`src/design/kts_ram.sv`:
```
`timescale 1ns / 1ps

// Simple dual-port RAM, one write and one registered read per cycle.
module kts_ram #(
  parameter int unsigned DEPTH = 64,
  parameter int unsigned WIDTH = 8,
  parameter int unsigned AW    = 6
) (
  input  logic             clk_i,
  input  logic             we_i,
  input  logic [AW-1:0]    waddr_i,
  input  logic [WIDTH-1:0] wdata_i,
  input  logic             re_i,
  input  logic [AW-1:0]    raddr_i,
  output logic [WIDTH-1:0] rdata_o
);

  logic [WIDTH-1:0] mem_q [DEPTH];
  logic [WIDTH-1:0] rdata_q;

  always_ff @(posedge clk_i) begin
    if (we_i) begin
      mem_q[waddr_i] <= wdata_i;
    end
    if (re_i) begin
      rdata_q <= mem_q[raddr_i];
    end
  end

  assign rdata_o = rdata_q;

endmodule

```
`config.mk`:
```
export PLATFORM = sky130hd
export DESIGN_NAME = kts_ram
export DESIGN_NICKNAME = d
export VERILOG_FILES = /design/src/design/kts_ram.sv
export SDC_FILE = /design/constraint.sdc
export NUM_CORES = 1
export LEC_CHECK = 0
export BUFFER_PORTS_ARGS = -buffer_cell sky130_fd_sc_hd__buf_2
export CAP_MARGIN = 5
export CORE_MARGIN = 1.5
export CORE_UTILIZATION = 30
export CTS_CLUSTER_DIAMETER = 80
export DETAILED_ROUTE_END_ITERATION = 10
export PLACE_DENSITY = 0.55
export SLEW_MARGIN = 20
export SYNTH_ARGS = -nofsm -noshare
export SYNTH_HDL_FRONTEND = slang
export SYNTH_SLANG_ARGS = --single-unit
```
`constraint.sdc`:
```
create_clock -name clk_i -period 3.2 [get_ports clk_i]
set_input_delay 0.64 -clock clk_i [delete_from_list [all_inputs] [get_ports clk_i]]
set_output_delay 0.64 -clock clk_i [all_outputs]
set_load 0.02 [all_outputs]
```
Word-level counts from Yosys, hierarchy flattened
Memory sizes are Yosys's and may differ from the RTL's. A register that Yosys moved wholly into a read port is not among the register bits.
Cells that the tools add are included.
{"block": "word_totals", "input_bits": 23, "reg_bits": 0, "elab_cells": 3, "latchBits": 0, "ramBits": 512, "romBits": 0, "memories": 1}
{"block": "classes", "add_sub_neg": 0, "bitwise_logic": 0, "n_mul": 0, "eq_ne": 0, "div_mod_pow": 0, "n_lt_le_gt_ge": 0, "n_reduce_logical": 0, "muxes": 2, "n_shift": 0}
{"name": "mem_q", "depth": 64, "word_bits": 8, "rd": 1, "rd_clocked_by_memory_dff": 1, "wr": 1, "line_no": "18", "source": "logic [WIDTH-1:0] mem_q [DEPTH];"}
{"op": "$mux W1", "n": 2}

Logic depth before layout (Yosys ltp)
Gate-level depths: netlist of run 1.
{"block": "depth", "word_depth": 2, "mapped_depth": 9, "ltp_nobuf": 5}

Least setup slack after synthesis of run 1
No wires, ideal clock.
{"block": "synth_path", "path_type": "input to register", "startpoint": "input port raddr_i[1]", "endpoint": "register rdata_q[3] (netlist: rdata_o[3]) (read register of mem_q), data pin", "arrival_ps": 2180, "setup_ps": 266, "path_stages": 7, "slack_ps": 754, "cell_sequence": "buf_4 -> buf_2 -> buf_2 -> mux4_2 -> mux4_2 -> o21ai_1 -> o41ai_1"}
{"item": "start, declared", "line_no": "14", "source": "input logic [AW-1:0] raddr_i,"}
{"item": "end, declared", "line_no": "19", "source": "logic [WIDTH-1:0] rdata_q;"}

==> results of run 1 <==
## kinds of logic after synthesis
family	synth area share, %
flip-flops	77.1
multiplexers	15.9
AO/OA/AOI/OAI	2.06
AND/OR/NAND/NOR	3.37
buffers and inverters	1.56
## worst min-delay path by stage
stage / startpoint / to / depth (start not counted)
5_1_grt: re_i / rdata_o[0] / 1
6_report: re_i / rdata_o[0] / 1
3_5_place_dp: mem_q[26][4] / rdata_o[4] / 3
2_1_floorplan: wdata_i[0] / mem_q[0][0] / 0
3_3_place_gp: mem_q[31][4] / rdata_o[4] / 3
4_1_cts: re_i / rdata_o[0] / 1
## state kept, by name, indices dropped and copies added, names as in the netlist
signal   cells
rdata_o      8
mem_q      512
## worst register-to-register path: stages, from the launching register on
cell and delay (ns):
edfxtp_1 0.37, mux4_2 0.46, mux2_2 0.29, o221a_2 0.28, nor3_1 0.46, o32ai_1 0.16
## cell usage after synthesis (all sizes together) (2+ instances only)
| master | instances |
|---|---|
| a2111oi | 2 |
| a211oi | 4 |
| a21oi | 3 |
| a221oi | 6 |
| a22oi | 3 |
| buf | 34 |
| clkbuf | 17 |
| edfxtp | 520 |
| mux2 | 13 |
| mux2i | 23 |
| mux4 | 126 |
| nand2 | 19 |
| nand2b | 7 |
| nand3 | 13 |
| nand3b | 3 |
| nand4 | 2 |
| nor2 | 83 |
| nor2b | 14 |
| nor3 | 7 |
| nor4 | 2 |
| o2111ai | 3 |
| o21a | 2 |
| o21ai | 4 |
| o221a | 2 |
| o221ai | 8 |
| o22ai | 8 |
| o2bb2ai | 3 |
| o32ai | 2 |
| o41ai | 2 |
## area by class of cell
class,instances,area [um^2]
tap,873,1090
timing repair buffer,149,1170
clock buffer,61,1340
clock inverter,35,315
sequential,520,15600
multi-input combinational,369,4320
fill,6207,43200
## per-layer routing
metal  share of wire [%]  up-vias  track usage [%]
met5               0.046        -                0
met4                 3.4        4             5.74
met3                 6.4       90             2.85
met2                  47      308             21.9
met1                  43     5159             18.6
li1                    -     4241                -
## stage by stage
| step | total power, mW | cells | hold slack [ns] | utilization [%] | cell area [um^2] |
|---|---|---|---|---|---|
| 6_report | 14.2 | 2007 | 0.420 | 35.6 | 23800 |
| 3_3_place_gp | 8.48 | 1911 | 0.906 | 33.1 | 22200 |
| 5_1_grt | 14.6 | 2007 | 0.408 | 35.6 | 23800 |
| 4_1_cts | 14.4 | 2007 | 0.386 | 35.6 | 23800 |
| 3_5_place_dp | 8.49 | 1911 | 0.913 | 33.1 | 22200 |
| 2_1_floorplan | 8.12 | 940 | 0.739 | - | 20200 |
## power groups by stage
stage          logic (mW)  clock network, mW  registers (mW)
2_1_floorplan       0.402                  0            7.72
3_5_place_dp        0.770                  0            7.72
4_1_cts             0.771               6.03            7.57
3_3_place_gp        0.762                  0            7.72
5_1_grt             0.812               6.25            7.57
6_report            0.754               5.91            7.57
==> flow_metrics.py, run 1 <==
metrics = {
    "outcome": {
        "status": "finished, final reports clean",
    },
    "power_and_ir_drop": {
        "p_comb_share_pct": 5.3,
        "vdd_ir_drop_max_uv": 373,
        "switching_share_pct": 21.0,
        "seq_power_share_pct": 53.2,
        "p_int_mw": 11.2,
        "switchingPower_mw": 2.99,
        "p_leak_nw": 7.55,
        "cellPowerDensity_mw_per_mm2": 597,
        "clkPwrFrac_pct": 41.5,
    },
    "clock_network": {
        "clk_pin_slew_ns": 0.06,
        "cts_tree": "yes",
        "hold_buffers": 0,
        "cts_sinks": 520,
        "numCtsBuffers": 52,
        "cts_buffer_depth": 3,
        "cts_resized": 0,
        "h-tree-depth": 2,
        "cts_setup_buffers": 0,
        "root_buffer": "clkbuf_16",
        "worst_skew_pair.late_latency_ns": 0.60,
    },
    "floorplan": {
        "std_cell_rows": 95,
        "fp.coreArea_mm2": 0.0670,
        "die_h_um": 263,
        "die_w_um": 263,
        "dieArea_mm2": 0.0691,
        "floorplan.initialDensity_pct": 30.2,
        "io-pin-count": 31,
    },
    "grt": {
        "grt_usage_pct": 13.8,
        "grt_pass1_vias": 10300,
        "antenna_found_initial": 2,
        "grt_max_degree": 65,
        "overflow": 0,
        "grt_pass1_wl_um": 70000,
    },
    "placement": {
        "dp_hpwl_um": 30900,
        "pre_cts_ws_ns": 0.106,
        "port_buffers": 30,
        "gp_congestion": 0.806,
    },
    "finish": {
        "syn2layout_area_growth_pct": 17.8,
        "mostFrequentLayoutCells": "edfxtp_1, mux4_2, buf_4",
        "diodes": 0,
        "final_common_cell": "edfxtp_1",
        "drive_above_1_share_pct": 32.0,
        "finalNetCount": 1115,
    },
    "sta": {
        "hold_violations": 0,
        "period_share_pct": 74.5,
        "fin_setup_tns_ns": 0,
        "setup_viol": 0,
        "clock.fmax_ghz": 0.419,
        "grt_setup_unrepaired": "no",
        "drv_slew": 0,
        "fin_crit_ns": 2.38,
        "setup_ws_ns": 0.816,
        "skew_ns": 0.0243,
        "slew_headroom_pct": 44.2,
        "max_slew.worst_pin.slew_ns": 0.837,
    },
    "critical_path": {
        "cp-startpoint": "raddr_i[0]",
        "critPathCaptureType": "register",
        "crit_path_cell_trace": "clkbuf_8 > buf_4 > mux4_2 > mux2_2 > o221a_2 > nor3_1 > buf_4 > o32ai_1",
        "r2r-end": "rdata_o[6]",
        "cp_max_fo": 16,
        "rr_worst_depth": 5,
        "critPathRequiredTime_ns": 3.54,
        "crit_top_cell": "buf_4",
        "crit_type": "in2reg",
        "cp-start-kind": "input port",
        "critPathArrivalTime_ns": 2.72,
        "slowest_delay_ns": 0.49,
        "critical_path_buf_inv_count": 3,
        "crit_family": "multiplexers",
        "r2r-start": "mem_q[25][6]",
        "crit_end": "rdata_o[4]",
        "cp.depth": 8,
        "r2r_slack_ns": 0.93,
        "cpMaxStageDelayCell": "mux4_2",
    },
    "yosys": {
        "synthCells": 940,
        "ys_seq_elements": 520,
        "ys_warn_count": 0,
        "async_reset_ff_share_pct": 0,
        "synth_nets": 963,
        "synth_edf_count": 520,
        "synth_area_mm2": 0.0202,
        "synth_area_per_cell_um2": 21.5,
        "synth_top_area_share_pct": 77.1,
        "ys.flop_type": "edfxtp_1",
        "yosysSeqAreaShare_pct": 77.1,
        "synthTopCellsByArea": "edfxtp_1, mux4_2, nor2_1",
        "synth_top_area_cell": "edfxtp_1",
        "ys_types": 39,
    },
    "drt": {
        "totalWireLength_um": 47300,
        "drt_iter0_drc": 791,
        "drc_errors": 0,
        "vias": 9802,
        "ant_nets": 0,
        "firstDrtPassIters": 5,
        "post_drt_wl_per_cell_um": 23.6,
        "via_per_inst": 4.88,
    },
    "job": {
        "cap_violations": 0,
    },
    "min_path": {
        "hold_class": "in2reg",
    },
}
Note: power is estimated with default switching activity, not from simulation.
==> run 2: changes to the inputs <==
--- a/config.mk
+++ b/config.mk
@@ -5,6 +5,7 @@
 export SDC_FILE = /design/constraint.sdc
 export NUM_CORES = 1
 export LEC_CHECK = 0
+export ABC_AREA = 1
 export BUFFER_PORTS_ARGS = -buffer_cell sky130_fd_sc_hd__buf_2
 export CAP_MARGIN = 5
 export CORE_MARGIN = 1.5
==> constraint.sdc (replaced) <==
create_clock -name clk_i -period 2.3 [get_ports clk_i]
set_input_delay 0.46 -clock clk_i [delete_from_list [all_inputs] [get_ports clk_i]]
set_output_delay 0.46 -clock clk_i [all_outputs]
set_load 0.02 [all_outputs]
==> run 2 against run 1 <==
- wire length is 18% higher
- setup slack worse by 0.35 ns
- non-clock buffer count is 3 higher
- sequential share of layout area is 2.5 points lower
- highest routed layer unchanged
==> flow_metrics.py, run 2 <==
metrics = {
    "outcome": {
        "status": "finished, final reports clean",
    },
    "drt": {
        "vias": 13900,
        "firstDrtPassIters": 5,
        "ant_nets": 0,
        "drc_errors": 0,
        "post_drt_wl_per_cell_um": 19.3,
        "via_per_inst": 4.83,
        "drt_iter0_drc": 1421,
        "totalWireLength_um": 55700,
    },
    "clock_network": {
        "worst_skew_pair.late_latency_ns": 0.61,
        "clk_pin_slew_ns": 0.06,
        "cts_tree": "yes",
        "cts_buffer_depth": 3,
        "cts_sinks": 520,
        "numCtsBuffers": 53,
        "h-tree-depth": 2,
        "hold_buffers": 0,
        "cts_setup_buffers": 0,
        "root_buffer": "clkbuf_16",
        "cts_resized": 0,
    },
    "grt": {
        "grt_usage_pct": 15.2,
        "antenna_found_initial": 9,
        "overflow": 0,
        "grt_pass1_vias": 13400,
        "grt_pass1_wl_um": 84900,
        "grt_max_degree": 67,
    },
    "yosys": {
        "ys.flop_type": "edfxtp_1",
        "synthCells": 1805,
        "synth.most_common_cell": "nand2_1",
        "synth_area_mm2": 0.0214,
        "ys_seq_elements": 520,
        "yosysSeqAreaShare_pct": 72.9,
        "ys_types": 15,
        "async_reset_ff_share_pct": 0,
        "synth_top_area_share_pct": 72.9,
        "synth_top_cells_by_count": "nand2_1, edfxtp_1, nand3_1",
        "synth_area_per_cell_um2": 11.9,
        "synth_top_area_cell": "edfxtp_1",
        "synthTopCellsByArea": "edfxtp_1, nand2_1, nand3_1",
        "synth_edf_count": 520,
        "synth_nets": 1828,
        "ys_warn_count": 0,
    },
    "floorplan": {
        "io-pin-count": 31,
        "std_cell_rows": 97,
        "dieArea_mm2": 0.0730,
        "floorplan.initialDensity_pct": 30.4,
        "die_w_um": 270,
        "fp.coreArea_mm2": 0.0704,
        "die_h_um": 270,
    },
    "sta": {
        "max_slew.worst_pin.slew_ns": 0.950,
        "holdWs_ns": 0.286,
        "period_share_pct": 79.9,
        "fin_setup_tns_ns": 0,
        "hold_violations": 0,
        "grt_setup_unrepaired": "no",
        "clock.fmax_ghz": 0.544,
        "setup_viol": 0,
        "drv_slew": 0,
        "slew_headroom_pct": 36.6,
        "skew_ns": 0.0165,
        "fin_crit_ns": 1.84,
    },
    "job": {
        "cap_violations": 0,
    },
    "critical_path": {
        "slowest_delay_ns": 0.54,
        "critPathArrivalTime_ns": 1.38,
        "crit_family": "flip-flops",
        "cp_max_fo": 1,
        "crit_type": "reg2out",
        "cpMaxStageDelayCell": "edfxtp_1",
        "critical_path_buf_inv_count": 1,
        "critPathRequiredTime_ns": 1.84,
        "crit_path_cell_trace": "buf_2",
        "cp-start-kind": "register",
        "critPathCaptureType": "output pin",
    },
    "power_and_ir_drop": {
        "vdd_ir_drop_max_uv": 516,
        "p_leak_nw": 8.90,
        "cellPowerDensity_mw_per_mm2": 803,
    },
    "finish": {
        "max_flop_register": "mem_q",
        "largest_register_ffs": 512,
        "final_common_cell": "nand2_1",
        "finalNetCount": 1922,
        "mostFrequentLayoutCells": "nand2_1, edfxtp_1, nand3_1",
        "drive_above_1_share_pct": 11.6,
        "syn2layout_area_growth_pct": 15.7,
    },
    "placement": {
        "port_buffers": 30,
        "gp_congestion": 0.832,
        "dp_hpwl_um": 34200,
    },
    "min_path": {
        "hold_class": "in2reg",
    },
}
-- run 2: cell types whose count changed in the layout (fill, tap and decap cells not counted), moves of 14 or more --
cell / before / now
nand2_1: 19 / 648
nand3_1: 13 / 439
mux4_2: 126 / 0
nor2_1: 83 / 56
mux2i_1: 23 / 0
buf_12: 9 / 26
buf_4: 113 / 97
nor2b_1: 14 / 0
-- run 2: report_power, final --
| part | total, mW | switching (mW) | internal [mW] |
|---|---|---|---|
| Clock | 8.02 | 3.57 | 4.45 |
| Combinational | 1.31 | 0.942 | 0.372 |
| Sequential | 10.5 | 0.0393 | 10.5 |
| Total | 19.9 | 4.55 | 15.3 |
-- run 2: cells by family after synthesis --
family	Yosys count	share of synthesized area [%]
simple gates	1160	23.1
flops	520	72.9
buf+inv	125	4.01
-- run 2: through the flow --
| step | area (um^2) | setup slack, ns | cells | utilization [%] | total power, mW |
|---|---|---|---|---|---|
| after global placement | 23200 | 0.105 | 2784 | 32.9 | 12.1 |
| final | 24800 | 0.463 | 2886 | 35.2 | 19.9 |
| after global routing | 24800 | 0.412 | 2882 | 35.2 | 20.5 |
| after floorplan | 21400 | 0.0739 | 1805 | - | 11.5 |
| after CTS | 24800 | 0.467 | 2882 | 35.2 | 20.0 |
| after detailed placement | 23200 | 0.100 | 2784 | 32.9 | 12.1 |
-- run 2: path summary, 6_finish.rpt --
| kind | start | to | slack (ns) | cells past startpoint |
|---|---|---|---|---|
| worst max-delay path | rdata_o[6] | rdata_o[6] | 0.46 | 1 |
| worst max register to register | mem_q[31][6] | rdata_o[6] | 0.73 | 8 |
| worst min-delay path | re_i | rdata_o[3] | 0.29 | 1 |
| worst min register to register | mem_q[42][6] | rdata_o[6] | 0.90 | 8 |
-- run 2: metal layers --
metal / vias to the layer above / share of wire (%) / global-route usage [%]
li1: 6558 / - / -
met1: 6865 / 46 / 22.5
met5: - / 0.077 / 0
met3: 88 / 7.3 / 2.52
met4: 6 / 1.9 / 3.56
met2: 421 / 44 / 23.0
-- run 2: cell type report --
class | instances | area [um^2]
clock buffers | 68 | 1380
well taps | 940 | 1180
diodes | 4 | 10.0
flip-flops and latches | 520 | 15600
clock inverters | 30 | 195
fillers | 6992 | 45600
repair buffers | 152 | 1400
multi-input cells | 1160 | 4950
inverters | 12 | 52.6
==> run 3: changes to the inputs <==
--- a/config.mk
+++ b/config.mk
@@ -12,7 +12,7 @@
 export CORE_UTILIZATION = 30
 export CTS_CLUSTER_DIAMETER = 80
 export DETAILED_ROUTE_END_ITERATION = 10
-export PLACE_DENSITY = 0.55
+export PLACE_DENSITY = 0.56
 export SLEW_MARGIN = 20
 export SYNTH_ARGS = -nofsm -noshare
 export SYNTH_HDL_FRONTEND = slang
==> constraint.sdc (replaced) <==
create_clock -name clk_i -period 1.6 [get_ports clk_i]
set_input_delay 0.32 -clock clk_i [delete_from_list [all_inputs] [get_ports clk_i]]
set_output_delay 0.32 -clock clk_i [all_outputs]
set_load 0.02 [all_outputs]
==> run 3 against run 2 <==
- the run now ends with negative setup slack left
- final area grew 3.7%
- non-clock buffer count grew 34
- flip-flop and latch count is the same
- first-iteration DRC count shrank 15%
- via count grew 0.47%
- critical path depth is the same
- worst hold slack lost 0.14 ns
- clock skew shrank 0.0060 ns
- register-to-register slack lost 0.58 ns
- critical path type unchanged
- largest power group unchanged
==> flow_metrics.py, run 3 (synthesis results as in run 2) <==
metrics = {
    "outcome": {
        "status": "complete, but fails checks",
        "failed_checks": "negative setup slack",
    },
    "grt": {
        "grt_pass1_wl_um": 84700,
        "grt_max_degree": 65,
        "antenna_found_initial": 4,
        "grt_pass1_vias": 14000,
        "overflow": 0,
        "grt_usage_pct": 15.3,
    },
    "finish": {
        "finalNetCount": 1955,
        "mostFrequentLayoutCells": "nand2_1, edfxtp_1, nand3_1",
        "multi_input_area_mm2": 0.00515,
        "drive_above_1_share_pct": 15.3,
        "nFillCells": 6819,
        "final_design_area_no_fill_mm2": 0.0257,
        "largest_register_ffs": 512,
        "syn2layout_area_growth_pct": 20.0,
        "register_area_mm2": 0.0156,
        "final_common_cell": "nand2_1",
        "max_flop_register": "mem_q",
    },
    "clock_network": {
        "clk_pin_slew_ns": 0.06,
        "cts_sinks": 520,
        "h-tree-depth": 2,
        "worst_skew_pair.late_latency_ns": 0.59,
        "root_buffer": "clkbuf_16",
        "numCtsBuffers": 52,
        "hold_buffers": 0,
        "cts_buffer_depth": 3,
        "cts_tree": "yes",
    },
    "floorplan": {
        "fp.coreArea_mm2": 0.0704,
        "dieArea_mm2": 0.0730,
        "floorplan.initialDensity_pct": 30.4,
        "die_w_um": 270,
        "std_cell_rows": 97,
        "die_h_um": 270,
        "io-pin-count": 31,
    },
    "sta": {
        "hold_violations": 0,
        "period_share_pct": 100,
        "drv_slew": 0,
        "setup_ws_ns": -0.000470,
        "fin_setup_tns_ns": -0.000470,
        "slew_headroom_pct": 72.9,
        "skew_ns": 0.0104,
        "fin_crit_ns": 1.60,
        "grt_setup_unrepaired": "yes",
        "max_slew.worst_pin.slew_ns": 0.407,
        "setup_viol": 1,
        "clock.fmax_ghz": 0.625,
    },
    "critical_path": {
        "critPathCaptureType": "output pin",
        "cp_max_fo": 1,
        "critical_path_buf_inv_count": 1,
        "cp-start-kind": "register",
        "rr_worst_depth": 8,
        "cp-startpoint": "rdata_o[0]",
        "critPathArrivalTime_ns": 1.28,
        "critPathRequiredTime_ns": 1.28,
        "crit_path_cell_trace": "buf_6",
        "r2r-end": "rdata_o[1]",
        "cp.depth": 1,
        "crit_family": "flip-flops",
        "r2r-start": "mem_q[39][1]",
        "crit_end": "rdata_o[0]",
        "r2r_slack_ns": 0.15,
        "crit_type": "reg2out",
        "slowest_delay_ns": 0.51,
        "cpMaxStageDelayCell": "edfxtp_1",
    },
    "power_and_ir_drop": {
        "p_leak_nw": 9.22,
        "cellPowerDensity_mw_per_mm2": 1140,
        "vdd_ir_drop_max_uv": 825,
    },
    "drt": {
        "drt_iter0_drc": 1207,
        "totalWireLength_um": 56000,
        "vias": 14000,
        "post_drt_wl_per_cell_um": 19.3,
        "via_per_inst": 4.81,
        "ant_nets": 0,
        "drc_errors": 0,
        "firstDrtPassIters": 5,
    },
    "min_path": {
        "whs_path_depth": 1,
        "hold_class": "in2reg",
    },
    "placement": {
        "placed_cell_area_mm2": 0.0240,
        "port_buffers": 30,
        "gp_congestion": 0.826,
        "dp_hpwl_um": 33400,
    },
    "job": {
        "cap_violations": 0,
    },
}
## run 3: cell types whose count changed in the layout (fill, tap and decap cells not counted), sizes merged
cell	delta
clkbuf	-9
inv	-3
clkinvlp	+2
buf	+34
clkinv	-1
diode	-3
bufinv	+4
## run 3: how the worst min path moves through the flow
stage,from,endpoint,slack [ns]
5_1_grt,re_i,rdata_o[1],0.13
3_3_place_gp,re_i,rdata_o[5],0.74
3_5_place_dp,re_i,rdata_o[5],0.74
4_1_cts,re_i,rdata_o[5],0.11
2_1_floorplan,wdata_i[0],mem_q[0][0],0.42
6_report,re_i,rdata_o[3],0.15
## run 3: power breakdown
group / switching (mW) / internal (mW)
logic: 1.41 / 0.671
registers: 0.0542 / 15.1
clock network: 5.04 / 6.99
total: 6.50 / 22.8
## run 3: worst register-to-register path: cells and delay by family, from the launching register on
kind	cells	cell delay (ns)
DFF	1	0.37
and+or+nand+nor	8	0.83
## run 3: repair_timing
action | in CTS | in global routing
pin swaps | 0 | 0
buffers inserted | 0 | 0
endpoints found under the setup margin | 7 | 9
resized for setup | 14 | 3
## run 3: metrics by stage
step | cells | power, mW | hold WS, ns | util [%] | setup slack (ns)
global route | 2910 | 30.2 | 0.125 | 36.5 | -0.0426
global placement | 2818 | 17.5 | 0.737 | 34.1 | -0.371
floorplan | 1805 | 16.6 | 0.419 | - | -0.273
CTS | 2909 | 29.5 | 0.114 | 36.5 | -0.0372
detailed placement | 2818 | 17.5 | 0.743 | 34.1 | -0.371
finish | 2910 | 29.3 | 0.149 | 36.5 | -0.000470
## run 3: routing by layer
metal	wire, um	GRT usage [%]	share of wire, %	vias to the layer above
li1	-	-	-	6613
met1	24200	20.3	43	6875
met2	26500	25.1	47	419
met3	3860	3.22	6.9	93
met4	1430	4.43	2.6	4
met5	21	0	0.037	-
## run 3: cell type report
class / count / share of cell area (%)
Clock inverter: 32 / 1.23
Multi-Input combinational cell: 1160 / 20.0
Antenna cell: 1 / 0.00974
Timing Repair Buffer: 186 / 7.85
Inverter: 12 / 0.278
Sequential cell: 520 / 60.8
Clock buffer: 59 / 5.25
Tap cell: 940 / 4.58
